===== config.mk =====
export PLATFORM = sky130hd
export DESIGN_NAME = scharr_queue
export DESIGN_NICKNAME = d
export VERILOG_FILES = /design/src/rtl/scharr_pkg.sv /design/src/rtl/scharr_queue.sv
export SDC_FILE = /design/constraint.sdc
export NUM_CORES = 1
export LEC_CHECK = 0
export BUFFER_PORTS_ARGS = -buffer_cell sky130_fd_sc_hd__buf_2
export CORE_MARGIN = 1.5
export CORE_UTILIZATION = 39
export DETAILED_ROUTE_END_ITERATION = 12
export PLACE_DENSITY = 0.68
export SLEW_MARGIN = 20
export SYNTH_ARGS = -nofsm -noshare
export SYNTH_HDL_FRONTEND = slang
export SYNTH_SLANG_ARGS = --single-unit

===== constraint.sdc =====
create_clock -name clk_i -period 3 [get_ports clk_i]
set_input_delay 0.45 -clock clk_i [delete_from_list [all_inputs] [get_ports clk_i]]
set_output_delay 0.45 -clock clk_i [all_outputs]
set_load 0.02 [all_outputs]

===== src/rtl/scharr_pkg.sv =====
package scharr_pkg;

  localparam int unsigned DefMaxWidth  = 1024;
  localparam int unsigned DefPixelBits = 8;
  localparam int unsigned EdgeBits     = 7;
  localparam int unsigned ImgWidthBits = 11;
  localparam int unsigned ImgHeightBits = 16;
  localparam int unsigned ApbAddrBits  = 3;
  localparam int unsigned ApbDataBits  = 32;
  localparam int unsigned QueueDepth   = 4;

  localparam logic OpPixel = 1'b0;
  localparam logic OpFlush = 1'b1;

  localparam logic RegWidth  = 1'b0;
  localparam logic RegHeight = 1'b1;

  // Gradient width for a given pixel width: |G| < 16 * 2^PB, plus sign.
  function automatic int unsigned grad_bits(int unsigned pb);
    return pb + 5;
  endfunction

endpackage


===== src/rtl/scharr_queue.sv =====
module scharr_queue #(
  parameter int unsigned DW = 8
) (
  input  logic          clk_i,
  input  logic          rst_ni,
  input  logic          push_i,
  input  logic [DW-1:0] push_data_i,
  output logic          full_o,
  input  logic          pop_i,
  output logic          empty_o,
  output logic [DW-1:0] pop_data_o
);
  import scharr_pkg::*;

  localparam int unsigned AW = $clog2(QueueDepth);

  logic [DW-1:0] mem_q [QueueDepth];
  logic [AW-1:0] wr_q, rd_q;
  logic [AW:0]   cnt_q;

  assign full_o     = (cnt_q == (AW+1)'(QueueDepth));
  assign empty_o    = (cnt_q == '0);
  assign pop_data_o = mem_q[rd_q];

  always_ff @(posedge clk_i or negedge rst_ni) begin
    if (!rst_ni) begin
      wr_q  <= '0;
      rd_q  <= '0;
      cnt_q <= '0;
    end else begin
      if (push_i) begin
        wr_q <= wr_q + AW'(1);
      end
      if (pop_i) begin
        rd_q <= rd_q + AW'(1);
      end
      if (push_i && !pop_i) begin
        cnt_q <= cnt_q + (AW+1)'(1);
      end else if (pop_i && !push_i) begin
        cnt_q <= cnt_q - (AW+1)'(1);
      end
    end
  end

  always_ff @(posedge clk_i) begin
    if (push_i) begin
      mem_q[wr_q] <= push_data_i;
    end
  end

endmodule


# After elaboration in Yosys (flattened, before gate mapping)
# Memories as Yosys holds them, arrays and structs flattened.
# Index checks and enable logic that the tools add are counted.
# totals
ff_bits	7
latchBits	0
mem_bits_rw	32
romBits	0
in_bits	12
out_inout_bits	10
word_cells	19
n_memories	1
# op_classes
n_addsub	4
multipliers	0
div_mod_pow	0
order_cmp	0
eq_ne	1
shift	0
mux	4
bitwise	0
n_reduce_logical	6
# memory_table
name	words	width	read_ports	rd_clocked_by_memory_dff	wr	line	text
mem_q	4	8	1	0	1	scharr_queue.sv:17	logic [DW-1:0] mem_q [QueueDepth];
# ops
operator	count
$mux W3	2
$add A2 B1 Y2 const B	2
$add A3 B1 Y3 const B	1
$eq A3 B3 Y1 const B	1
$logic_not A3 Y1	1
$sub A3 B1 Y3 const B	1
$logic_and A1 B1 Y1	2
$logic_not A1 Y1	2
$mux W1	2
$reduce_bool A2 Y1	1

# Logic depth before layout (Yosys ltp)
# Gate-level depths: netlist (run 1).
# depth
depth_word	4
depth_mapped	7

# Least setup slack after synthesis (run 1)
# No wires, ideal clock.
# synth_path
kind	input to register
start	in pop_i
end	reg cnt_q[2]
t_arrival_ns	1.456
path_slack_ns	1.465
path_stages	7
path_cell_list	inv_1 ha_1 inv_1 fa_1 xor2_1 nor2_1 xor2_1
# synth_between
elab_chain_len	3
elab_cells_between_ends	5
classes_between	mux (1); reduce/logical (4)
# synth_lines
element	line	text
start: declaration	scharr_queue.sv:9	input logic pop_i,
$logic_not A1 Y1	scharr_queue.sv:37	if (push_i && !pop_i) begin
$logic_and A1 B1 Y1	scharr_queue.sv:37	
$mux W3 / $reduce_bool A2 Y1 (equally long branches)	n/a	
end signal: assignment	scharr_queue.sv:38	cnt_q <= cnt_q + (AW+1)'(1);
end signal: assignment	scharr_queue.sv:40	cnt_q <= cnt_q - (AW+1)'(1);
end: declaration	scharr_queue.sv:19	logic [AW:0] cnt_q;
# Parallel ways exist; a longest one is shown, timed or not.
# A chain may end at the register's enable or synchronous reset.

# Final worst setup path (run 1)
# layout_path
start	reg rd_q[0]
end	out pop_data_o[4]
# layout_between
elab_chain_len	1
# layout_lines
element	line	text
start: declaration	scharr_queue.sv:18	logic [AW-1:0] wr_q, rd_q;
start signal: assignment	scharr_queue.sv:35	rd_q <= rd_q + AW'(1);
$mem_v2 Z4 W8	n/a	
end: declaration	scharr_queue.sv:11	output logic [DW-1:0] pop_data_o
# Every way passes these cells.

==> results.env, run 1 <==
STATUS='complete, no violations'
SYNTH_ADDER_AREA_SHARE_PCT=5.335
WORST-PATH-MAX-FANOUT=10
DIEAREA_UM2=4355
FLOORPLAN.IO_PINS=22
WORST-ENDPOINT-REQUIRED_NS=2.55
CTS.HTREE.LEVELS=2
SYNTH_AREA_IN_XOR_XNOR_PCT=3.395
ROUTABILITYCONGESTION=0.6600
POSTROUTEANTENNANETS=0
SYNTH_TOP_FAMILY_BY_AREA='multiplexers'
TIMING_WORST_SLEW_PIN_VALUE_NS=0.5911
MET2_LENGTH_UM=1216
CLOCK_SINK_COUNT=39
VDD.IR_DROP.WORST_uV=257.4
FINAL_HOLD_VIOLATIONS=0
PIN_COUNT_OF_THE_BIGGEST_NET_ENTERING_GLOBAL_ROUTING=12
HOLD_PATH_DEPTH=1
VIA_PER_INST=4.803
POSTROUTEWIRELENGTH_UM=2287
CRIT_PATH_END_KIND='primary output'
DRC=0
SYNTHESIS.AREA_UM2=1548
FINAL.MIN_CLOCK_PERIOD_NS=2.211
FINAL_COMMON_CELL='edfxtp_1'
POST_PLACEMENT_SETUP_SLACK_NS=1.046
DRV_SLEW=0
SYNTH_NETS=94
CLOCKROOTBUFFER='clkbuf_8'
YOSYSUNIQUECELLTYPES=17
POWER.DENSITY_CELL_AREA_nW_PER_UM2=932.1
SYNTHESIS.INSTANCES=76
SYN-MEAN-INSTANCE-AREA_UM2=20.36
PLACE.DETAILED.INSTANCES=143
FINCLKSKEW_NS=0.003120
TRITONCTS_CLOCK_TREE='done'
LAYOUT_SETUP_WS_NS=0.7890
AREA.GROWTH.SYNTH_TO_FINAL_PCT=15.44
FINAL_CELL_MIX='edfxtp_1 (32), buf_2 (21), mux4_2 (8)'
COUNT_OF_VIAS_PLACED_BY_THE_DETAILED_ROUTER=730
POST-LAYOUT-TOTAL-POWER_mW=1.665
STDCELL_COUNT=152
WORST_HOLD_SLACK_NS=0.3738
WL_MET3_UM=100
MAX_FREQ_MHz=452.3
WORST_R2R_PATH_DEPTH=3
NNETSFINAL=121
MAXUSEDROUTINGLAYER='met4'
DIE_HEIGHT_UM=66.00
DR.FIRST_ITER.DRC_COUNT=35
GRT_SETUP_UNREPAIRED='no'
CP-START-KIND='flip-flop'
CELLLEAKAGEPOWER_nW=0.6666
FIN_UTIL_PCT=47.73
SYNTH_SIMPLE_GATE_AREA_SHARE_PCT=3.153
POST_SYNTH_MUX_AREA_SHARE_PCT=12.37
FIRST_GLOBAL_VIAS=787
PART_OF_THE_CYCLE_THE_WORST_PATH_NEEDS_PCT=73.70
SLEW_HEADROOM_PCT=60.59
STARTING_DENSITY_PCT=41.34
GRT_FIRST_PASS_WIRELENGTH_UM=3719
GRT-OVFL-TOTAL=0
POST_DP_CELL_AREA_UM2=1697
YOSYS_WARNS=0
TOTALNEGATIVESETUPSLACK_NS=0
CAP_VIOLATIONS=0
FINAL_LAYOUT_SIZE_SUFFIX_GT1_SHARE_PCT=33.65
NUMBER_OF_ANTENNA_VIOLATIONS_AT_THE_FIRST_CHECK_IN_GLOBAL_ROUTING=0
SYNTH_COMPOUND_AREA_SHARE_PCT=0.3234
SETUP-VIOLATIONS-FINAL=0
FILLER_CELL_COUNT=338
CORE-AREA_UM2=3744
CTS_BUFFER_DEPTH=2
DIE_W_UM=66.00
FINAL_DESIGN_AREA_NO_FILL_UM2=1787
NUMBER_OF_ANTENNA_DIODES=0
PORTBUFFERS=21
SEQ_AREA_FRAC_SYNTH_PCT=73.40
GLOBAL_ROUTE_TOTAL_USAGE_ACROSS_EVERY_LAYER_PCT=12.54
TRITONCTS.NUM_BUFFERS=5
STANDARD_CELL_ROWS=22
CLOCK_LATENCY_NS=0.29
CTS.REPORTEDPATHS.CLKPINSLEW_NS=0.06
DRT_PASS1_ITERATIONS=3
ROUTE.DETAILED.WL_PER_INST_UM=15.05
WL_MET1_UM=899
TIMING_WORST_SETUP_PATH_TYPE='reg -> out'
PLACE_HPWL_UM=1561
WORSTPATHARRIVAL_NS=1.76
MIN-DELAY-PATH-CLASS='in -> reg'
POST_CTS.RESIZED_INSTANCES=0
YS_SEQ_ELEMENTS=39
-- final cells by class --
cell class	instances	area, um2	share of cell area, %
clock buffer	8	80.08	4.482
inverter	4	15.01	0.8403
multi-input combinational	31	380.4	21.29
sequential	39	1136	63.59
tap	48	60.06	3.361
timing repair buffer	22	115.1	6.443
-- state kept, by name, indices dropped and copies added, names as in the netlist --
register and count:
rd_q 2, mem_q 32, wr_q 2, cnt_q 3
-- logic make-up after synthesis --
| kind of cell | count (synthesis) |
|---|---|
| AOI/OAI and AO/OA | 1 |
| xor gates and xnor gates | 6 |
| adders and majority gates | 6 |
| buffers and inverters | 6 |
| DFF | 39 |
| muxes | 9 |
| and+or+nand+nor | 9 |
-- Yosys cell counts --
cell type  number  area, um2
and2_1          4      25.02
buf_2           1      5.000
buf_6           1      11.26
dfrtp_1         7      175.2
edfxtp_1       32      960.9
fa_1            1      20.02
ha_1            5      62.56
inv_1           4      15.01
mux2_2          1      11.26
mux4_2          8      180.2
nand2_1         2      7.510
nor2_1          1      3.750
nor3_1          1      5.000
nor3b_1         1      7.510
o21ai_0         1      5.000
xnor2_1         2      17.52
xor2_1          4      35.03
-- power by group --
part / leakage [nW] / switching, mW / internal (mW)
clock: 0.0395 / 0.157 / 0.165
combinational: 0.251 / 0.257 / 0.240
sequential: 0.376 / 0.121 / 0.726
-- what timing repair did --
action | in CTS | in global routing
hold buffers | 1 | 0
buffers inserted | 0 | 0
endpoints found under the hold margin | 7 | 0
-- final timing paths --
kind / from / to / slack [ns]
min reg2reg: cnt_q[2] / cnt_q[2] / 0.49
min: push_data_i[4] / mem_q[1][4] / 0.37
max reg2reg: wr_q[0] / mem_q[0][7] / 1.56
max in group asynchronous: rst_ni / cnt_q[0] / 2.32
max: rd_q[0] / pop_data_o[4] / 0.79
min in group asynchronous: rst_ni / rd_q[0] / 0.53
-- per-layer routing --
layer,GRT usage [%],vias to the layer above
met3,3.407,5
met2,20.08,16
met1,13.72,371
li1,-,338
met4,10.71,0
met5,0,-
-- critical path, stage by stage (launching register included) --
cell     delay [ns]
dfrtp_1        0.72
mux4_2         0.58
buf_2          0.17
(Power assumes the default switching activity.)
==> run 2: changes to the inputs <==
clock period = 2.2 ns   (was 3 ns; I/O delays follow)
==> results.env, run 2 (same netlist as run 1, synthesis figures left out) <==
STATUS='complete, no violations'  # unchanged
PLACE_HPWL_UM=1527  # was 1561 um
FINAL_LAYOUT_SIZE_SUFFIX_GT1_SHARE_PCT=35.58  # was 33.65%
GRT_FIRST_PASS_WIRELENGTH_UM=3643  # was 3719 um
WORST_R2R_PATH_DEPTH=3  # unchanged
WORST-ENDPOINT-REQUIRED_NS=1.87  # was 2.55 ns
CRITICAL_PATH.CELL_CHAIN='mux4_2 > buf_2'  # unchanged
CP-START-KIND='flip-flop'  # unchanged
HOLD_PATH_DEPTH=1  # unchanged
TIMING.CRITICAL_PATH.FROM='rd_q[0]'  # unchanged
WORSTPATHARRIVAL_NS=1.72  # was 1.76 ns
FINAL_CELL_MIX='edfxtp_1 (32), buf_2 (21), mux4_2 (8)'  # unchanged
TIMING_WORST_SETUP_PATH_TYPE='reg -> out'  # unchanged
CAP_VIOLATIONS=0  # unchanged
FLOORPLAN.IO_PINS=22  # unchanged
CLOCK_SINK_COUNT=39  # unchanged
CLOCKROOTBUFFER='clkbuf_8'  # unchanged
NUMBER_OF_ANTENNA_VIOLATIONS_AT_THE_FIRST_CHECK_IN_GLOBAL_ROUTING=0  # unchanged
FINCLKSKEW_NS=0.005078  # was 0.003120 ns
CTS.REPORTEDPATHS.CLKPINSLEW_NS=0.07  # was 0.06 ns
TIMING.REG2REG.SETUP_SLACK_NS=0.78  # was 1.56 ns
WORST-PATH-MAX-FANOUT=9  # was 10
HOLD_PATH_END='mem_q[2][0]'  # was mem_q[1][4]
SLOWEST_DELAY_NS=0.68  # was 0.72 ns
WORSTHOLDSTART='push_data_i[0]'  # was push_data_i[4]
MAX_FREQ_MHz=488.3
DIE_W_UM=66.00  # unchanged
DIEAREA_UM2=4355  # unchanged
FINAL_DESIGN_AREA_NO_FILL_UM2=1817  # was 1787 um2
TOP_REGS='mem_q: 32 flops, cnt_q: 3 flops'  # unchanged
TRITONCTS.NUM_BUFFERS=5  # unchanged
MIN-DELAY-PATH-CLASS='in -> reg'  # unchanged
TOTALNEGATIVESETUPSLACK_NS=0  # unchanged
CRIT_PATH_END_KIND='primary output'  # unchanged
DIE_HEIGHT_UM=66.00  # unchanged
MAX_FLOP_REGISTER='mem_q'  # unchanged
DR.FIRST_ITER.DRC_COUNT=60  # was 35
SLOWEST_STAGE='dfrtp_1'  # unchanged
RR_ENDPOINT='mem_q[0][7]'  # unchanged
NNETSFINAL=122  # was 121
CORE-AREA_UM2=3744  # unchanged
WORST_HOLD_SLACK_NS=0.2573  # was 0.3738 ns
NUMBER_OF_ANTENNA_DIODES=0  # unchanged
CTS.HTREE.LEVELS=2  # unchanged
VDD.IR_DROP.WORST_uV=449.6  # was 257.4 uV
PIN_COUNT_OF_THE_BIGGEST_NET_ENTERING_GLOBAL_ROUTING=12  # unchanged
POWER.DENSITY_CELL_AREA_nW_PER_UM2=1318  # was 932.1 nW/um2
SLEW_HEADROOM_PCT=64.06  # was 60.59%
POSTROUTEWIRELENGTH_UM=2265  # was 2287 um
FIRST_GLOBAL_VIAS=794  # was 787
FINAL_COMMON_CELL='edfxtp_1'  # unchanged
CLOCK_LATENCY_NS=0.29  # about the same
FILLER_CELL_COUNT=324  # was 338
COUNT_OF_VIAS_PLACED_BY_THE_DETAILED_ROUTER=739  # was 730
DRC=0  # unchanged
TIMING_WORST_SLEW_PIN_VALUE_NS=0.5391  # was 0.5911 ns
GRT-OVFL-TOTAL=0  # unchanged
STARTING_DENSITY_PCT=41.34  # unchanged
AREA.GROWTH.SYNTH_TO_FINAL_PCT=17.38  # was 15.44%
FINAL_HOLD_VIOLATIONS=0  # unchanged
GRT_SETUP_UNREPAIRED='no'  # unchanged
GLOBAL_ROUTE_TOTAL_USAGE_ACROSS_EVERY_LAYER_PCT=12.22  # was 12.54%
FINAL.MIN_CLOCK_PERIOD_NS=2.048
CTS_BUFFER_DEPTH=2  # unchanged
TRITONCTS_CLOCK_TREE='done'  # unchanged
ROUTE.DETAILED.WL_PER_INST_UM=14.90  # was 15.05 um
PART_OF_THE_CYCLE_THE_WORST_PATH_NEEDS_PCT=93.09
DRV_SLEW=0  # unchanged
POST_DP_CELL_AREA_UM2=1704  # was 1697 um2
REG2REG_FROM='wr_q[0]'  # unchanged
PORTBUFFERS=21  # unchanged
VIA_PER_INST=4.862  # was 4.803
DRT_PASS1_ITERATIONS=4  # was 3
SETUP-VIOLATIONS-FINAL=0  # unchanged
POSTROUTEANTENNANETS=0  # unchanged
MAX_FFS_PER_REGISTER=32  # unchanged
STANDARD_CELL_ROWS=22  # unchanged
ROUTABILITYCONGESTION=0.6610  # was 0.6600
POST_CTS.RESIZED_INSTANCES=0  # unchanged
CELLLEAKAGEPOWER_nW=0.6832  # was 0.6666 nW
## run 2: changes by cell type in the layout (fill, tap and decap cells not counted), sizes merged
cell | previous run | this run
clkbuf | 8 | 6
bufinv | 0 | 1
buf | 21 | 22
## run 2: cell type report
class / instances / area (um2) / area share (%)
multi-input cells: 31 / 380.4 / 20.94
repair buffers: 23 / 122.6 / 6.749
clock buffers: 6 / 72.57 / 3.994
inverters: 4 / 15.01 / 0.8264
clock inverters: 1 / 30.03 / 1.653
well taps: 48 / 60.06 / 3.306
flip-flops and latches: 39 / 1136 / 62.53
## run 2: report_power, final
group | internal (mW) | total, mW | switching, mW | leakage [nW]
sequential | 0.990 | 1.15 | 0.160 | 0.376
combinational | 0.337 | 0.692 | 0.355 | 0.256
clock | 0.332 | 0.552 | 0.221 | 0.0513
## run 2: how the worst max path moves through the flow
stage	slack, ns	cells after the start	endpoint
2_1_floorplan	0.79	7	cnt_q[2]
3_3_place_gp	0.43	2	pop_data_o[4]
3_5_place_dp	0.40	2	pop_data_o[4]
4_1_cts	0.08	2	pop_data_o[4]
5_1_grt	0.02	2	pop_data_o[4]
6_report	0.15	2	pop_data_o[4]
## run 2: worst max-delay path: cells and delay by family, from the launching register on
kind,cells,cell delay [ns]
buffers and inverters,1,0.17
flip-flops,1,0.68
multiplexers,1,0.58
## run 2: per-layer routing
layer | track usage [%] | part of all wire (%) | vias up
li1 | - | - | 341
met5 | 0 | 0 | -
met1 | 12.82 | 40 | 379
met4 | 6.888 | 1.2 | 0
met2 | 20.58 | 54 | 17
met3 | 5.111 | 4.2 | 2
## run 2: timing repair
action	in CTS	in global routing
hold buffers	1	0
endpoints found under the hold margin	7	0
buffers inserted	0	0
## run 2: stage by stage
step	setup WS [ns]	std cells	power (mW)	utilization, %
after floorplan	0.7852	76	1.661	-
after global placement	0.4295	144	1.838	45.52
after detailed placement	0.3993	144	1.878	45.52
after CTS	0.08381	152	2.429	48.53
after global routing	0.01616	152	2.533	48.53
final	0.1520	152	2.395	48.53
==> run 3: changes to the inputs <==
CORE_UTILIZATION = 51   (was 39)
PLACE_DENSITY = 0.82   (was 0.68)
clock period = 1.9 ns   (was 2.2 ns; I/O delays follow)
==> results.env, run 3 (same netlist as run 1, synthesis figures left out) <==
STATUS='finished, violations left'  # was complete, no violations
VIOLATIONS_IN_THE_FINAL_REPORTS='design-rule violations'
STARTING_DENSITY_PCT=54.71  # was 41.34%
GRT_FIRST_PASS_WIRELENGTH_UM=3767  # was 3643 um
VIA_PER_INST=5.453  # was 4.862
CRIT_PATH_END_KIND='primary output'  # unchanged
NNETSFINAL=123  # was 122
TRITONCTS_CLOCK_TREE='done'  # unchanged
TRITONCTS.NUM_BUFFERS=5  # unchanged
DRT_PASS1_ITERATIONS=10  # was 4
DIEAREA_UM2=3374  # was 4355 um2
POSTCTSSETUPBUFFERS=0  # unchanged
CLOCK_SINK_COUNT=39  # unchanged
TOP_REGS='mem_q: 32 flops, cnt_q: 3 flops'  # unchanged
CRITICAL_PATH_BUF_INV_COUNT=2  # was 1
AREA.GROWTH.SYNTH_TO_FINAL_PCT=15.52  # was 17.38%
CLOCKROOTBUFFER='clkbuf_4'  # was clkbuf_8
POST_PLACEMENT_SETUP_SLACK_NS=0.3051  # was 0.3993 ns
TIMING_WORST_SETUP_PATH_TYPE='reg -> out'  # unchanged
POWER.DENSITY_CELL_AREA_nW_PER_UM2=1494  # was 1318 nW/um2
CLOCK_LATENCY_NS=0.34  # was 0.29 ns
DR.FIRST_ITER.DRC_COUNT=20  # was 60
SLEW_HEADROOM_PCT=68.79  # was 64.06%
GLOBAL_ROUTE_TOTAL_USAGE_ACROSS_EVERY_LAYER_PCT=16.70  # was 12.22%
FINAL_CELL_MIX='edfxtp_1 (32), buf_2 (19), mux4_2 (8)'  # was edfxtp_1 (32), buf_2 (21), mux4_2 (8)
STANDARD_CELL_ROWS=19  # was 22
POSTROUTEANTENNANETS=0  # unchanged
WORST_R2R_PATH_DEPTH=3  # unchanged
CRITICAL_PATH.CELL_CHAIN='buf_6 > mux4_2 > buf_2'  # was mux4_2 > buf_2
ROUTABILITYCONGESTION=0.6940  # was 0.6610
SETUP-VIOLATIONS-FINAL=0  # unchanged
FINCLKSKEW_NS=0.009012  # was 0.005078 ns
MAX_FREQ_MHz=541.2
CTS_BUFFER_DEPTH=2  # unchanged
DRC=2  # was 0
HOLD_PATH_DEPTH=2  # was 1
GRT_SETUP_UNREPAIRED='yes'  # was no
SLOWEST_STAGE='mux4_2'  # was dfrtp_1
DIE_HEIGHT_UM=58.09  # was 66.00 um
CORE-AREA_UM2=2829  # was 3744 um2
WORSTSETUPPATHDEPTH=3  # was 2
FINAL_COMMON_CELL='edfxtp_1'  # unchanged
LAYOUT_SETUP_WS_NS=0.05211  # was 0.1520 ns
FINAL_LAYOUT_SIZE_SUFFIX_GT1_SHARE_PCT=37.74  # was 35.58%
CELLLEAKAGEPOWER_nW=0.6779  # was 0.6832 nW
WORSTPATHARRIVAL_NS=1.56  # was 1.72 ns
WORST-ENDPOINT-REQUIRED_NS=1.62  # was 1.87 ns
DIE_W_UM=58.09  # was 66.00 um
CTS.HTREE.LEVELS=2  # unchanged
PIN_COUNT_OF_THE_BIGGEST_NET_ENTERING_GLOBAL_ROUTING=14  # was 12
PART_OF_THE_CYCLE_THE_WORST_PATH_NEEDS_PCT=97.26
FINAL_HOLD_VIOLATIONS=0  # unchanged
WORST-PATH-MAX-FANOUT=5  # was 9
MAX_FFS_PER_REGISTER=32  # unchanged
NUMBER_OF_ANTENNA_DIODES=0  # unchanged
SLOWEST_DELAY_NS=0.50  # was 0.68 ns
ROUTE.DETAILED.WL_PER_INST_UM=17.64  # was 14.90 um
CP-START-KIND='flip-flop'  # unchanged
DRV_SLEW=0  # unchanged
PLACE_HPWL_UM=1630  # was 1527 um
GRT-OVFL-TOTAL=0  # unchanged
MIN-DELAY-PATH-CLASS='in -> reg'  # unchanged
NUMBER_OF_ANTENNA_VIOLATIONS_AT_THE_FIRST_CHECK_IN_GLOBAL_ROUTING=0  # unchanged
CTS.REPORTEDPATHS.CLKPINSLEW_NS=0.11  # was 0.07 ns
FLOORPLAN.IO_PINS=22  # unchanged
CPLARGESTDELAYFAMILY='multiplexers'  # was flip-flops
FIN_UTIL_PCT=63.20  # was 48.53%
PORTBUFFERS=21  # unchanged
CAP_VIOLATIONS=0  # unchanged
VDD.IR_DROP.WORST_uV=807.2  # was 449.6 uV
TIMING_WORST_SLEW_PIN_VALUE_NS=0.4681  # was 0.5391 ns
FIRST_GLOBAL_VIAS=771  # was 794
MAX_FLOP_REGISTER='mem_q'  # unchanged
POSTROUTEWIRELENGTH_UM=2417  # was 2265 um
COUNT_OF_VIAS_PLACED_BY_THE_DETAILED_ROUTER=747  # was 739
FINAL.MIN_CLOCK_PERIOD_NS=1.848
-- run 3: cell count changes in the layout (fill, tap and decap cells not counted), sizes merged --
cell,previous run,this run
clkinvlp,0,1
buf,22,23
bufinv,1,0
clkinv,0,1
-- run 3: worst reg2reg max path: cells and delay by family, from the launching register on --
family                   cells  cell delay, ns
adder cells (fa/ha/maj)      1            0.13
AND/OR/NAND/NOR              1            0.40
flip-flops                   1            0.45
buffers and inverters        1            0.10
-- run 3: layout make-up --
type | count | area, um2
fill | 205 | 1041
inverter | 4 | 15.01
timing repair buffer | 24 | 150.1
tap | 31 | 38.79
sequential | 39 | 1136
clock buffer | 6 | 51.30
multi-input combinational | 31 | 380.4
clock inverter | 2 | 16.27
-- run 3: final timing paths --
check,start,to,slack [ns]
min reg2reg,cnt_q[2],cnt_q[2],0.50
min,pop_i,rd_q[0],0.14
max reg2reg,wr_q[0],mem_q[2][5],0.46
max,rd_q[0],pop_data_o[4],0.05
max in group asynchronous,rst_ni,cnt_q[0],1.45
min in group asynchronous,rst_ni,wr_q[0],0.29
-- run 3: repair_timing --
item,4_1_cts,5_1_grt
setup endpoints to repair,0,8
hold buffers,1,0
endpoints found under the hold margin,7,0
resized for setup,0,6
-- run 3: metrics by stage --
step | instance area (um2) | cells | hold slack [ns] | power [mW] | TNS (ns)
2_1_floorplan | 1548 | 76 | -0.01059 | 1.923 | 0
3_3_place_gp | 1690 | 128 | 0.1219 | 2.155 | 0
3_5_place_dp | 1690 | 128 | 0.1328 | 2.195 | 0
4_1_cts | 1768 | 137 | 0.1273 | 2.649 | 0
5_1_grt | 1788 | 137 | 0.1250 | 2.826 | -0.04455
6_report | 1788 | 137 | 0.1415 | 2.672 | 0
-- run 3: per-layer routing --
metal / vias to the layer above / share of wire [%] / GRT usage [%]
met5: - / 0 / 0
li1: 345 / - / -
met3: 5 / 4.1 / 5.580
met2: 18 / 51 / 26.62
met4: 0 / 2.3 / 8.970
met1: 379 / 43 / 20.22
-- run 3: power breakdown --
part / internal, mW / switching (mW)
Sequential: 1.15 / 0.140
Combinational: 0.451 / 0.479
Clock: 0.182 / 0.274
