### src/rtl/scharr_pkg.sv
package scharr_pkg;

  localparam int unsigned DefMaxWidth  = 1024;
  localparam int unsigned DefPixelBits = 8;
  localparam int unsigned EdgeBits     = 7;
  localparam int unsigned ImgWidthBits = 11;
  localparam int unsigned ImgHeightBits = 16;
  localparam int unsigned ApbAddrBits  = 3;
  localparam int unsigned ApbDataBits  = 32;
  localparam int unsigned QueueDepth   = 4;

  localparam logic OpPixel = 1'b0;
  localparam logic OpFlush = 1'b1;

  localparam logic RegWidth  = 1'b0;
  localparam logic RegHeight = 1'b1;

  // Gradient width for a given pixel width: |G| < 16 * 2^PB, plus sign.
  function automatic int unsigned grad_bits(int unsigned pb);
    return pb + 5;
  endfunction

endpackage

### src/rtl/scharr_back.sv
module scharr_back #(
  parameter int unsigned PIXEL_BITS = scharr_pkg::DefPixelBits
) (
  input  logic                                          clk_i,
  input  logic                                          rst_ni,
  input  logic                                          empty_i,
  output logic                                          pop_o,
  input  logic                                          interior_i,
  input  logic                                          frame_end_i,
  input  logic signed [scharr_pkg::grad_bits(PIXEL_BITS)-1:0] gx_i,
  input  logic signed [scharr_pkg::grad_bits(PIXEL_BITS)-1:0] gy_i,
  output logic                                          valid_o,
  input  logic                                          stall_i,
  output logic [scharr_pkg::EdgeBits-1:0]               edge_value_o,
  output logic                                          frame_end_o
);
  import scharr_pkg::*;

  localparam int unsigned GB  = grad_bits(PIXEL_BITS);
  localparam int unsigned SB  = 2 * PIXEL_BITS + 9;
  localparam int unsigned N1  = (SB + 1) / 2;
  localparam int unsigned N2  = (N1 + 1) / 2;
  localparam int unsigned CNW = $clog2(N1 + 1);
  localparam logic [SB-1:0] Top1 = SB'(1) << (2 * (N1 - 1));
  localparam logic [SB-1:0] Top2 = SB'(1) << (2 * (N2 - 1));

  localparam logic [2:0] StIdle = 3'd0;
  localparam logic [2:0] StMul  = 3'd1;
  localparam logic [2:0] StAdd  = 3'd2;
  localparam logic [2:0] StRt1  = 3'd3;
  localparam logic [2:0] StRt2  = 3'd4;
  localparam logic [2:0] StDone = 3'd5;

  logic [2:0]           st_q;
  logic signed [GB-1:0] gx_q, gy_q;
  logic [2*GB-1:0]      sqx_q, sqy_q;
  logic [SB-1:0]        v_q, res_q, bit_q;
  logic [CNW-1:0]       cnt_q;
  logic                 fe_q;
  logic                 out_valid_q;
  logic [EdgeBits-1:0]  out_val_q;
  logic                 out_fe_q;

  logic [SB:0]   trial;
  logic [SB-1:0] v_nx, res_nx;
  logic          out_free;
  logic signed [2*GB-1:0] gx_w, gy_w;

  assign gx_w = (2*GB)'(gx_q);
  assign gy_w = (2*GB)'(gy_q);

  // One digit of the bit-pair square root per cycle.
  always_comb begin
    trial = (SB+1)'(res_q) + (SB+1)'(bit_q);
    if ((SB+1)'(v_q) >= trial) begin
      v_nx   = v_q - trial[SB-1:0];
      res_nx = (res_q >> 1) + bit_q;
    end else begin
      v_nx   = v_q;
      res_nx = res_q >> 1;
    end
  end

  assign out_free = !out_valid_q || !stall_i;
  assign pop_o    = (st_q == StIdle) && !empty_i;

  always_ff @(posedge clk_i or negedge rst_ni) begin
    if (!rst_ni) begin
      st_q        <= StIdle;
      out_valid_q <= 1'b0;
    end else begin
      if (out_valid_q && !stall_i) begin
        out_valid_q <= 1'b0;
      end
      unique case (st_q)
        StIdle: if (!empty_i) st_q <= interior_i ? StMul : StDone;
        StMul:  st_q <= StAdd;
        StAdd:  st_q <= StRt1;
        StRt1:  if (cnt_q == CNW'(1)) st_q <= StRt2;
        StRt2:  if (cnt_q == CNW'(1)) st_q <= StDone;
        StDone: begin
          if (out_free) begin
            out_valid_q <= 1'b1;
            st_q        <= StIdle;
          end
        end
        default: st_q <= StIdle;
      endcase
    end
  end

  always_ff @(posedge clk_i) begin
    unique case (st_q)
      StIdle: begin
        gx_q  <= gx_i;
        gy_q  <= gy_i;
        fe_q  <= frame_end_i;
        res_q <= '0;
      end
      StMul: begin
        sqx_q <= $unsigned(gx_w * gx_w);
        sqy_q <= $unsigned(gy_w * gy_w);
      end
      StAdd: begin
        v_q   <= sqx_q[SB-1:0] + sqy_q[SB-1:0];
        res_q <= '0;
        bit_q <= Top1;
        cnt_q <= CNW'(N1);
      end
      StRt1: begin
        if (cnt_q == CNW'(1)) begin
          v_q   <= res_nx;
          res_q <= '0;
          bit_q <= Top2;
          cnt_q <= CNW'(N2);
        end else begin
          v_q   <= v_nx;
          res_q <= res_nx;
          bit_q <= bit_q >> 2;
          cnt_q <= cnt_q - CNW'(1);
        end
      end
      StRt2: begin
        v_q   <= v_nx;
        res_q <= res_nx;
        bit_q <= bit_q >> 2;
        cnt_q <= cnt_q - CNW'(1);
      end
      StDone: begin
        if (out_free) begin
          out_val_q <= res_q[EdgeBits-1:0];
          out_fe_q  <= fe_q;
        end
      end
      default: ;
    endcase
  end

  assign valid_o      = out_valid_q;
  assign edge_value_o = out_val_q;
  assign frame_end_o  = out_fe_q;

endmodule

### config.mk
export PLATFORM = sky130hd
export DESIGN_NAME = scharr_back
export DESIGN_NICKNAME = d
export VERILOG_FILES = /design/src/rtl/scharr_pkg.sv /design/src/rtl/scharr_back.sv
export SDC_FILE = /design/constraint.sdc
export NUM_CORES = 1
export LEC_CHECK = 0
export ABC_AREA = 1
export BUFFER_PORTS_ARGS = -buffer_cell sky130_fd_sc_hd__buf_2
export CAP_MARGIN = 15
export CORE_MARGIN = 8
export CORE_UTILIZATION = 65
export CTS_CLUSTER_DIAMETER = 80
export DETAILED_ROUTE_END_ITERATION = 8
export GPL_TIMING_DRIVEN = 1
export PLACE_DENSITY = 0.82
export SYNTH_ARGS = -nofsm -noshare
export SYNTH_HDL_FRONTEND = slang
export SYNTH_SLANG_ARGS = --single-unit
### constraint.sdc
create_clock -name clk_i -period 10.4 [get_ports clk_i]
set_input_delay 2.08 -clock clk_i [delete_from_list [all_inputs] [get_ports clk_i]]
set_output_delay 2.08 -clock clk_i [all_outputs]
set_load 0.01 [all_outputs]
**Word level (Yosys, flattened, before mapping)**

Cells that the tools add are included.

- Register bits after elaboration: 168
- Output and inout bits: 10

- Add/sub/neg operators: 5
- $mul: 2
- Order comparisons: 1
- Equality and inequality tests: 10
- Mux-type cells: 19
- Reduce and logical (&&, ||, !) cells: 12

Operators with widths:

| operator | number |
|---|---|
| $pmux W25 S3 | 3 |
| $mux W25 | 4 |
| $mul A13 B13 Y25 | 2 |
| $add A25 B25 Y26 | 1 |
| $ge A25 B26 Y1 | 1 |
| $add A24 B25 Y25 | 1 |
| $add A25 B25 Y25 | 1 |
| $sub A25 B25 Y25 | 1 |
| $mux W23 | 1 |
| $pmux W3 S6 | 1 |
| $mux W3 | 5 |
| $pmux W4 S3 | 1 |
| $ne A2 B2 Y1 const B | 4 |
| $eq A3 B2 Y1 const B | 2 |
| $eq A3 B3 Y1 const B | 2 |
| $reduce_bool A3 Y1 | 2 |
| $eq A4 B1 Y1 const B | 1 |
| $mux W4 | 1 |
| $reduce_and A4 Y1 | 1 |
| $sub A4 B1 Y4 const B | 1 |
| $eq A3 B1 Y1 const B | 1 |
| $logic_not A1 Y1 | 3 |
| $logic_not A3 Y1 | 1 |
| $mux W1 | 3 |
| other kinds (4) | 5 |

**Depth between registers and ports, before layout**

Gate-level depths: netlist of the first run.

- Depth in word-level cells: 5
- Gate-level depth with buffers: 27
- Mapped depth without buffers: 26

**Worst setup path before layout of the first run**

OpenSTA, ideal clock, no wires.

- Kind: register -> register
- From: register gy_q[12]
- To: register sqy_q[22], data pin
- Setup time: 0.260 ns
- Data arrival time: 5.256 ns
- Required time: 10.140 ns
- Slack: 4.884 ns
- Stages on the path, launching flop included: 21
- Path buffers: 2
- Clock period less this slack: 5.516 ns
- Path through: edfxtp_1 -> clkbuf_1 -> clkbuf_1 -> nand2_1 -> fa_1 -> inv_1 -> fa_1 -> inv_1 -> fa_1 -> inv_1 -> fa_1 -> inv_1 -> fa_1 -> inv_1 -> ha_1 -> ha_1 -> nand2_1 -> nor4_1 -> o21ai_0 -> nand3_1 -> xor2_1

- Word-level cells in the longest chain between the ends: 1

RTL lines:

| item | RTL line | text |
|---|---|---|
| start, declared | scharr_back.sv:35 | `logic signed [GB-1:0] gx_q, gy_q;` |
| start signal, assigned | scharr_back.sv:96 | `gy_q <= gy_i;` |
| $mul A13 B13 Y25 | scharr_back.sv:102 | `sqy_q <= $unsigned(gy_w * gy_w);` |
| end signal, assigned | scharr_back.sv:102 |  |
| end, declared | scharr_back.sv:36 | `logic [2*GB-1:0] sqx_q, sqy_q;` |

No other way between the ends.
A chain may end at the register's enable or synchronous reset.

**Final worst setup path of the first run**

Same ends and word-level chain as after synthesis.

==> impl_metrics.toml, run 1 <==
[run_status]
run_status = "finished, final reports clean"

[clocking]
cts_hold_repair.buffers = 0
numCtsBuffers = 17
cts.reportedPaths.clkPinSlew_ns = 0.08
clock_latency_ns = 0.47
numClockSinks = 154
cts_tree = "yes"
ctsRootBufferMaster = "sky130_fd_sc_hd__clkbuf_16"
post_cts.repair.setup_buffers = 0
h-tree-depth = 4
clock_tree.buffer_depth = 2
count_of_instances_resized_after_the_clock_tree_is_built = 0

[floorplanning]
initial_core_util_pct = 65.9
floorplan.core_area_sq_mm = 0.0345
die_width_um = 203
die_area_sq_mm = 0.0413
chipHeight_um = 203
num_rows = 68
boundaryPins = 42

[routing]
first_pass_iters = 6
drt_drc_violations_left = 0
routedWlPerCell_um = 17.5
drt_total_wl_um = 58000
vias_per_cell = 5.67
drtAntennaViolNets = 0
drtIter0Drc = 1564
detailroute.via_count = 18800

[synthesis]
synth.avg_cell_area_sq_um = 8.02
synth-edff-count = 150
synth_nets = 3362
yosys.cell_count.top_type = "sky130_fd_sc_hd__nand2_1"
synth_sequential_area_ratio_pct = 20.2
synth_async_sr_flop_share_pct = 2.60
synth_cells = 2838
synth-main-ff-cell = "sky130_fd_sc_hd__edfxtp_1"
synth_commonest_cells = "644 x sky130_fd_sc_hd__nand2_1, 612 x sky130_fd_sc_hd__inv_1, 277 x sky130_fd_sc_hd__fa_1"
synth_top_cell_by_area = "sky130_fd_sc_hd__fa_1"
yosys_warnings = 0
ys_ff_latch = 154
post_synth_num_cell_types = 46
synth.top_cell.area_share_pct = 24.4
post_synth_instance_area_sq_mm = 0.0228
synth.area.top_cells = "sky130_fd_sc_hd__fa_1 24%, sky130_fd_sc_hd__edfxtp_1 20%, sky130_fd_sc_hd__ha_1 12%"

[sta]
clock-skew-final_ns = 0.0221
final_period_minus_worst_setup_slack_ns = 6.15
setup-violations-final = 0
grt_setup_unrepaired = "false"
timing.final.hold_violations = 0
worst_slew_pin_slew_ns = 1.17
fin_ws_ns = 4.25
relative_slew_slack_pct = 22.2
timing.final.crit_share_pct = 59.1
fin_setup_tns_ns = 0
fmaxAchievable_mhz = 163
final_max_slew_viol_count = 0

[setup_path]
timing_worst_setup_path_type = "reg -> reg"
path_cells = "nand2_1 -> fa_1 -> inv_1 -> fa_1 -> inv_1 -> fa_1 -> inv_1 -> fa_1 -> inv_1 -> fa_1 -> inv_1 -> ha_1 -> ha_1 -> nand2_1 -> nor4_1 -> o21ai_0 -> nand3_1 -> xor2_1"
crit_family = "adder cells"
critPathRequiredTime_ns = 10.60
arrival_time_of_the_worst_setup_path_ns = 6.35
type_of_element_capturing_the_critical_path = "flop"
worst_r2r_path_depth = 18
cp.buffers_inverters = 5
path_depth = 18
type_of_element_launching_the_critical_path = "flop"
rrSetupSlack_ns = 4.25
timing.critical_path.slowest_stage_cell = "sky130_fd_sc_hd__edfxtp_1"
worst-path-max-fanout = 18
critPathMaxStageDelay_ns = 0.79

[global_route]
grt_usage_pct = 28.8
initial_antenna_violation_count = 0
pin_count_of_the_biggest_net_entering_global_routing = 52
grt_pass1_wl_um = 95600
gr-total-overflow = 0
first_global_vias = 19300

[placed_design]
hpwl_um = 47000
detailedPlace.worstSlack_ns = 4.34
gpl.final_weighted_congestion = 0.977
portBuffers = 41

[final_layout]
fin_util_pct = 69.2
finish.net_count = 3370
filler_cell_count = 2772
syn_to_final_growth_pct = 5.07
antennaDiodeCount = 0
drive_gt1_share_pct = 3.99

[min_path]
worstHoldPathCells = 0
type_of_the_most_critical_hold_path = "reg -> reg"

[flow_run]
maxCapViolCount = 0
==> worst reg2reg max path, stage by stage (launching register included) <==
cell                       delay [ns]
sky130_fd_sc_hd__edfxtp_1        0.79
sky130_fd_sc_hd__nand2_1         0.26
sky130_fd_sc_hd__fa_1            0.64
sky130_fd_sc_hd__inv_1           0.07
sky130_fd_sc_hd__fa_1            0.63
sky130_fd_sc_hd__inv_1           0.20
sky130_fd_sc_hd__fa_1            0.52
sky130_fd_sc_hd__inv_1           0.06
sky130_fd_sc_hd__fa_1            0.54
sky130_fd_sc_hd__inv_1           0.05
sky130_fd_sc_hd__fa_1            0.48
sky130_fd_sc_hd__inv_1           0.04
sky130_fd_sc_hd__ha_1            0.27
sky130_fd_sc_hd__ha_1            0.34
sky130_fd_sc_hd__nand2_1         0.14
sky130_fd_sc_hd__nor4_1          0.47
sky130_fd_sc_hd__o21ai_0         0.19
sky130_fd_sc_hd__nand3_1         0.14
sky130_fd_sc_hd__xor2_1          0.07
==> final timing paths <==
check,from,to
worst min-delay path,fe_q,frame_end_o
min in group asynchronous,rst_ni,valid_o
max in group asynchronous,rst_ni,st_q[1]
worst min register to register,fe_q,frame_end_o
worst max-delay path,gy_q[12],sqy_q[22]
worst max register to register,gy_q[12],sqy_q[22]
==> routing by layer <==
layer  global-route usage [%]  vias to the layer above  wire [um]  part of all wire [%]
met2                     50.5                      647      29300                    51
met3                     2.95                      170       2950                   5.1
met5                        0                        -          0                     0
met1                     34.9                     9056      22700                    39
li1                         -                     8910          -                     -
met4                     14.9                        0       3010                   5.2
==> registers in the layout, indices dropped and copies added, names as in the netlist <==
name          flops
res_q            25
gy_q             13
cnt_q             4
gx_q             13
st_q              3
frame_end_o       1
sqy_q            24
v_q              25
edge_value_o      7
fe_q              1
bit_q            13
sqx_q            24
valid_o           1
==> area by class of cell <==
cell class	instances	area [sq um]	area share, %
clock buffer	17	425	1.78
inverter	616	2310	9.67
sequential	154	4600	19.3
clock inverter	15	173	0.722
tap	455	569	2.38
multi-input combinational	2013	15600	65.2
timing repair buffer	44	228	0.952
==> cell usage in the layout (no fill, tap or decap), types with 5 or more instances in the layout <==
master                      Yosys  routed
sky130_fd_sc_hd__a21o_1         6       6
sky130_fd_sc_hd__a21oi_1      120     120
sky130_fd_sc_hd__buf_2         13      41
sky130_fd_sc_hd__clkbuf_16      0      17
sky130_fd_sc_hd__edfxtp_1     150     150
sky130_fd_sc_hd__fa_1         277     277
sky130_fd_sc_hd__ha_1         215     215
sky130_fd_sc_hd__inv_1        612     612
sky130_fd_sc_hd__inv_8          0       5
sky130_fd_sc_hd__nand2_1      644     644
sky130_fd_sc_hd__nand2_2        7       7
sky130_fd_sc_hd__nand3_1      210     210
sky130_fd_sc_hd__nand3_2        5       5
sky130_fd_sc_hd__nand3b_1       9       9
sky130_fd_sc_hd__nand4_1       40      40
sky130_fd_sc_hd__nor2_1       177     175
sky130_fd_sc_hd__nor2_4         3       5
sky130_fd_sc_hd__nor3_1        21      21
sky130_fd_sc_hd__o211ai_1       7       7
sky130_fd_sc_hd__o21ai_0       85      84
sky130_fd_sc_hd__o21bai_1      14      14
sky130_fd_sc_hd__or2_2          9       9
sky130_fd_sc_hd__xnor2_1       50      50
sky130_fd_sc_hd__xor2_1        72      72
==> cells by family (layout without fill, tap and decap cells) <==
family	count (synthesis)	count (layout)	synth area share, %
AO/OA/AOI/OAI	258	258	6.26
adder cells (fa/ha/maj)	492	492	36.2
buffers and inverters	671	692	11.3
flip-flops	154	154	20.2
AND/OR/NAND/NOR	1141	1141	21.3
XOR/XNOR	122	122	4.69
==> through the flow <==
| stage | cells | area [sq um] | hold WS, ns |
|---|---|---|---|
| finish | 3314 | 23900 | 0.462 |
| global route | 3314 | 23900 | 0.469 |
| CTS | 3314 | 23900 | 0.467 |
| detailed placement | 3282 | 23300 | 0.449 |
| global placement | 3282 | 23300 | 0.407 |
| floorplan | 2838 | 22800 | 0.400 |
Power of run 1 is not shown: default switching activity piles up to over one toggle a cycle in this logic, so the estimate is an artifact.
==> run 2, diff against run 1 <==
ABC_AREA = 0   (was 1)
CORE_UTILIZATION = 59   (was 65)
PLACE_DENSITY = 0.79   (was 0.82)
clock period = 5.5 ns   (was 10.4 ns; I/O delays follow)
==> impl_metrics.toml, run 2 <==
[synthesis]
synth_nets = 2602
synth_commonest_cells = "378 x sky130_fd_sc_hd__inv_1, 277 x sky130_fd_sc_hd__fa_1, 215 x sky130_fd_sc_hd__ha_1"
synth-edff-count = 150
yosys.cell_count.top_type = "sky130_fd_sc_hd__inv_1"
synth_async_sr_flop_share_pct = 2.60
synth.area.top_cells = "sky130_fd_sc_hd__fa_1 27%, sky130_fd_sc_hd__edfxtp_1 22%, sky130_fd_sc_hd__ha_1 13%"
post_synth_num_cell_types = 64
yosys_warnings = 0
synth_cells = 2078
synth_sequential_area_ratio_pct = 22.5
synth.avg_cell_area_sq_um = 9.86
synth.top_cell.area_share_pct = 27.1
post_synth_instance_area_sq_mm = 0.0205
synth-main-ff-cell = "sky130_fd_sc_hd__edfxtp_1"
ys_ff_latch = 154
synth_top_cell_by_area = "sky130_fd_sc_hd__fa_1"

[setup_path]
arrival_time_of_the_worst_setup_path_ns = 5.95
critPathRequiredTime_ns = 5.70
timing_worst_setup_path_type = "reg -> reg"
type_of_element_launching_the_critical_path = "flop"
path_cells = "nand2_2 -> xnor2_2 -> ha_1 -> inv_2 -> fa_1 -> inv_2 -> fa_1 -> fa_1 -> fa_1 -> fa_1 -> ha_2 -> or3_1 -> o211ai_1 -> o211ai_1 -> o311a_1 -> a41o_1 -> o211ai_1 -> xnor2_1"
type_of_element_capturing_the_critical_path = "flop"
worst-path-max-fanout = 8
timing.critical_path.slowest_stage_cell = "sky130_fd_sc_hd__edfxtp_1"
critPathMaxStageDelay_ns = 0.57
cpMostUsedCell = "sky130_fd_sc_hd__fa_1"
cp.buffers_inverters = 2
crit_family = "adder cells"

[placed_design]
portBuffers = 41
instance_area_after_placement_sq_mm = 0.0224
hpwl_um = 37500
gpl.final_weighted_congestion = 0.944

[sta]
grt_setup_unrepaired = "true"
worst_slew_pin_slew_ns = 0.884
final_period_minus_worst_setup_slack_ns = 5.75
setup-violations-final = 12
clock-skew-final_ns = 0.0128
relative_slew_slack_pct = 41.1
fmaxAchievable_mhz = 174
fin_ws_ns = -0.250
timing.final.hold_violations = 0
final_max_slew_viol_count = 0
timing.final.crit_share_pct = 105

[clocking]
numCtsBuffers = 17
numClockSinks = 154
ctsRootBufferMaster = "sky130_fd_sc_hd__clkbuf_16"
clock_latency_ns = 0.46
clock_tree.buffer_depth = 2
h-tree-depth = 4
cts_tree = "yes"
cts.reportedPaths.clkPinSlew_ns = 0.07

[final_layout]
syn_to_final_growth_pct = 17.5
layout.cells.most_common = "sky130_fd_sc_hd__inv_1"
finish.instance_area_sq_mm = 0.0241
largest_registers = "res_q (25), v_q (25)"
antennaDiodeCount = 0
filler_cell_count = 2427
finish.net_count = 2822
layout.cells.most_common_list = "365 x sky130_fd_sc_hd__inv_1, 266 x sky130_fd_sc_hd__fa_1, 195 x sky130_fd_sc_hd__ha_1"
drive_gt1_share_pct = 19.2

[floorplanning]
boundaryPins = 42
num_rows = 68
die_width_um = 202
chipHeight_um = 202
floorplan.core_area_sq_mm = 0.0344
initial_core_util_pct = 59.6
die_area_sq_mm = 0.0409

[global_route]
gr-total-overflow = 0
grt_pass1_wl_um = 80300
initial_antenna_violation_count = 0
pin_count_of_the_biggest_net_entering_global_routing = 49
first_global_vias = 16700
grt_usage_pct = 24.1

[routing]
vias_per_cell = 5.73
detailroute.via_count = 15900
drtAntennaViolNets = 0
first_pass_iters = 7
drt_total_wl_um = 51100
drt_drc_violations_left = 0
routedWlPerCell_um = 18.5
drtIter0Drc = 1103

[flow_run]
maxCapViolCount = 0

[run_status]
violations = "setup timing"
run_status = "finished with violations"

[min_path]
type_of_the_most_critical_hold_path = "reg -> reg"
==> run 2: area by class of cell <==
class	instances	area, sq um	area share, %
multi-input cells	1491	15000	62.2
flip-flops and latches	154	4600	19.1
repair buffers	255	1930	8.03
inverters	379	1430	5.92
well taps	455	569	2.36
clock buffers	17	425	1.77
clock inverters	15	133	0.551
==> run 2: timing repair <==
item	in CTS	in global routing
setup buffers	30	23
gates resized for setup	65	104
endpoints found under the setup margin	11	33
pin swaps	51	59
hold buffers	0	0
==> run 2: cells by family after synthesis <==
kind of cell / count (synthesis) / synth area share (%)
AO/OA/AOI/OAI: 314 / 10.3
flip-flops: 154 / 22.5
adder cells (fa/ha/maj): 492 / 40.2
buffers and inverters: 433 / 8.07
XOR/XNOR: 137 / 5.86
multiplexers: 18 / 0.892
AND/OR/NAND/NOR: 530 / 12.2
==> run 2: worst reg2reg max path: stages, from the launching register on <==
cell	delay, ns
sky130_fd_sc_hd__edfxtp_1	0.57
sky130_fd_sc_hd__nand2_2	0.15
sky130_fd_sc_hd__xnor2_2	0.18
sky130_fd_sc_hd__ha_1	0.31
sky130_fd_sc_hd__inv_2	0.05
sky130_fd_sc_hd__fa_1	0.51
sky130_fd_sc_hd__inv_2	0.04
sky130_fd_sc_hd__fa_1	0.52
sky130_fd_sc_hd__fa_1	0.47
sky130_fd_sc_hd__fa_1	0.56
sky130_fd_sc_hd__fa_1	0.43
sky130_fd_sc_hd__ha_2	0.22
sky130_fd_sc_hd__or3_1	0.32
sky130_fd_sc_hd__o211ai_1	0.28
sky130_fd_sc_hd__o211ai_1	0.16
sky130_fd_sc_hd__o311a_1	0.14
sky130_fd_sc_hd__a41o_1	0.27
sky130_fd_sc_hd__o211ai_1	0.23
sky130_fd_sc_hd__xnor2_1	0.09
==> run 2: metal layers <==
layer  GRT usage [%]  vias up  routed length [um]
li1                -     7288                   -
met1            29.3     7859               20000
met2            42.1      564               26500
met3            3.68      151                2550
met4            10.2        0                2100
met5               0        -                   0
==> run 2: stage by stage <==
| stage | instances | TNS [ns] | utilization [%] | hold WS, ns | worst slack, ns |
|---|---|---|---|---|---|
| after global placement | 2686 | -0.512 | 65.3 | 0.400 | -0.190 |
| final | 2766 | -1.30 | 70.1 | 0.423 | -0.250 |
| after CTS | 2748 | -0.208 | 68.3 | 0.425 | -0.137 |
| after floorplan | 2078 | -0.201 | - | 0.400 | -0.201 |
| after global routing | 2766 | -3.59 | 70.1 | 0.430 | -0.415 |
| after detailed placement | 2686 | -1.30 | 65.3 | 0.408 | -0.276 |
==> run 2: path summary, 6_finish.rpt <==
check,slack [ns],cells after the start,to,start
worst max-delay path,-0.25,18,sqx_q[23],gx_q[1]
worst min-delay path,0.42,0,frame_end_o,fe_q
worst max register to register,-0.25,18,sqx_q[23],gx_q[1]
worst min register to register,0.42,0,frame_end_o,fe_q
max in group asynchronous,4.94,1,st_q[1],rst_ni
min in group asynchronous,0.44,1,valid_o,rst_ni
Power of run 2 is left out for the same reason.
==> run 3, diff against run 2 <==
clock period = 4.9 ns   (was 5.5 ns; I/O delays follow)
==> impl_metrics.toml, run 3 (same netlist as run 2, synthesis figures left out) <==
[floorplanning]
chipHeight_um = 202
floorplan.core_area_sq_mm = 0.0344
die_width_um = 202
initial_core_util_pct = 59.6
die_area_sq_mm = 0.0409
num_rows = 68
boundaryPins = 42

[clocking]
ctsRootBufferMaster = "sky130_fd_sc_hd__clkbuf_16"
cts_hold_repair.buffers = 0
numClockSinks = 154
cts_tree = "yes"
clock_tree.buffer_depth = 2
numCtsBuffers = 17
h-tree-depth = 4
cts.reportedPaths.clkPinSlew_ns = 0.07
clock_latency_ns = 0.46

[run_status]
run_status = "finished with violations"
violations = "setup timing"

[setup_path]
reg2reg_to = "sqx_q[23]"
last_element_of_the_critical_path = "sqx_q[23]"
type_of_element_launching_the_critical_path = "flop"
rrSetupSlack_ns = -0.81
worst_r2r_path_depth = 19
type_of_element_capturing_the_critical_path = "flop"
timing_worst_setup_path_type = "reg -> reg"
worst-path-max-fanout = 3
worstReg2RegStart = "gx_q[12]"
arrival_time_of_the_worst_setup_path_ns = 5.91
setup.worst_path.start = "gx_q[12]"
critPathRequiredTime_ns = 5.10

[placed_design]
portBuffers = 41
detailedPlace.worstSlack_ns = -0.961
hpwl_um = 40500
place.detailed.instances = 2818
gpl.final_weighted_congestion = 0.937

[sta]
setup-violations-final = 25
clock-skew-final_ns = 0.0151
final_max_slew_viol_count = 0
timing.final.hold_violations = 0
grt_setup_unrepaired = "true"
final_period_minus_worst_setup_slack_ns = 5.71
relative_slew_slack_pct = 29.8
fin_ws_ns = -0.809
fmaxAchievable_mhz = 175
timing.final.crit_share_pct = 117
worst_slew_pin_slew_ns = 1.05

[routing]
drt_drc_violations_left = 0
drt_total_wl_um = 56100
vias_per_cell = 5.73
first_pass_iters = 5
drtIter0Drc = 1121
detailroute.via_count = 16700
routedWlPerCell_um = 19.3
drtAntennaViolNets = 0

[global_route]
gr-total-overflow = 0
grt_usage_pct = 25.4
initial_antenna_violation_count = 0
grt_pass1_wl_um = 84300
first_global_vias = 17700
pin_count_of_the_biggest_net_entering_global_routing = 49

[final_layout]
finish.net_count = 2969
finalNonFillerCells = 2913
drive_gt1_share_pct = 26.0
syn_to_final_growth_pct = 25.5
antennaDiodeCount = 0
largest_registers = "res_q (25), v_q (25)"
layout.cells.most_common = "sky130_fd_sc_hd__inv_1"
layout.cells.most_common_list = "372 x sky130_fd_sc_hd__inv_1, 326 x sky130_fd_sc_hd__buf_4, 266 x sky130_fd_sc_hd__fa_1"

[flow_run]
maxCapViolCount = 0

[min_path]
type_of_the_most_critical_hold_path = "in -> async"
[run 3: changes by cell type in the layout (fill, tap and decap cells not counted), moves of 7 or more]
cell and change:
sky130_fd_sc_hd__buf_4 +142, sky130_fd_sc_hd__ha_1 -23, sky130_fd_sc_hd__ha_4 +20, sky130_fd_sc_hd__inv_1 +7, sky130_fd_sc_hd__o21ai_0 -7
[run 3: what timing repair did]
item                                   CTS  global route
pin swaps                               62            97
endpoints found under the hold margin    0             0
gates cloned                             0             1
resized for setup                       86           119
buffers inserted                        27            40
setup endpoints to repair               69            72
[run 3: critical path, cell delays in order, from the launching register on]
cell and delay [ns]:
sky130_fd_sc_hd__edfxtp_1 0.48, sky130_fd_sc_hd__buf_4 0.19, sky130_fd_sc_hd__nand2_1 0.18, sky130_fd_sc_hd__inv_1 0.10, sky130_fd_sc_hd__fa_1 0.49, sky130_fd_sc_hd__inv_1 0.06, sky130_fd_sc_hd__fa_1 0.55, sky130_fd_sc_hd__inv_1 0.06
sky130_fd_sc_hd__fa_1 0.61, sky130_fd_sc_hd__fa_1 0.46, sky130_fd_sc_hd__fa_1 0.55, sky130_fd_sc_hd__ha_4 0.22, sky130_fd_sc_hd__ha_4 0.27, sky130_fd_sc_hd__buf_4 0.13, sky130_fd_sc_hd__nand2_1 0.11, sky130_fd_sc_hd__o211ai_1 0.26
sky130_fd_sc_hd__o311a_1 0.27, sky130_fd_sc_hd__a41o_1 0.20, sky130_fd_sc_hd__o211ai_1 0.10, sky130_fd_sc_hd__xnor2_1 0.14
[run 3: layout make-up]
cell class                 instances  area (sq um)
clock buffer                      17           425
clock inverter                    15           143
fill                            2265          8650
inverter                         379          1420
multi-input combinational       1491         15500
sequential                       154          4600
tap                              455           569
timing repair buffer             402          3070
[run 3: how the worst min path moves through the flow]
stage	startpoint	endpoint	slack, ns	depth (start not counted)
final	rst_ni	valid_o	0.31	1
after global routing	rst_ni	valid_o	0.30	1
after CTS	rst_ni	valid_o	0.30	1
after detailed placement	fe_q	frame_end_o	0.44	0
after global placement	fe_q	frame_end_o	0.43	0
after floorplan	fe_q	frame_end_o	0.40	0
[run 3: per-layer routing]
layer	share of wire (%)	up-vias	wire length (um)	GRT usage [%]
li1	-	7589	-	-
met1	39	8343	21700	30.0
met2	52	572	29400	45.8
met3	4.5	190	2540	2.98
met4	4.5	0	2540	11.3
met5	0	-	0	0
[run 3: metrics by stage]
stage | utilization, % | setup TNS, ns | hold WS (ns) | cell area (sq um)
after floorplan | - | -5.70 | 0.400 | 20900
after global placement | 68.8 | -11.29 | 0.434 | 23600
after detailed placement | 68.8 | -16.02 | 0.437 | 23600
after CTS | 72.2 | -9.24 | 0.299 | 24800
after global routing | 74.8 | -16.12 | 0.304 | 25700
final | 74.8 | -12.16 | 0.311 | 25700
Power of run 3 is left out for the same reason.
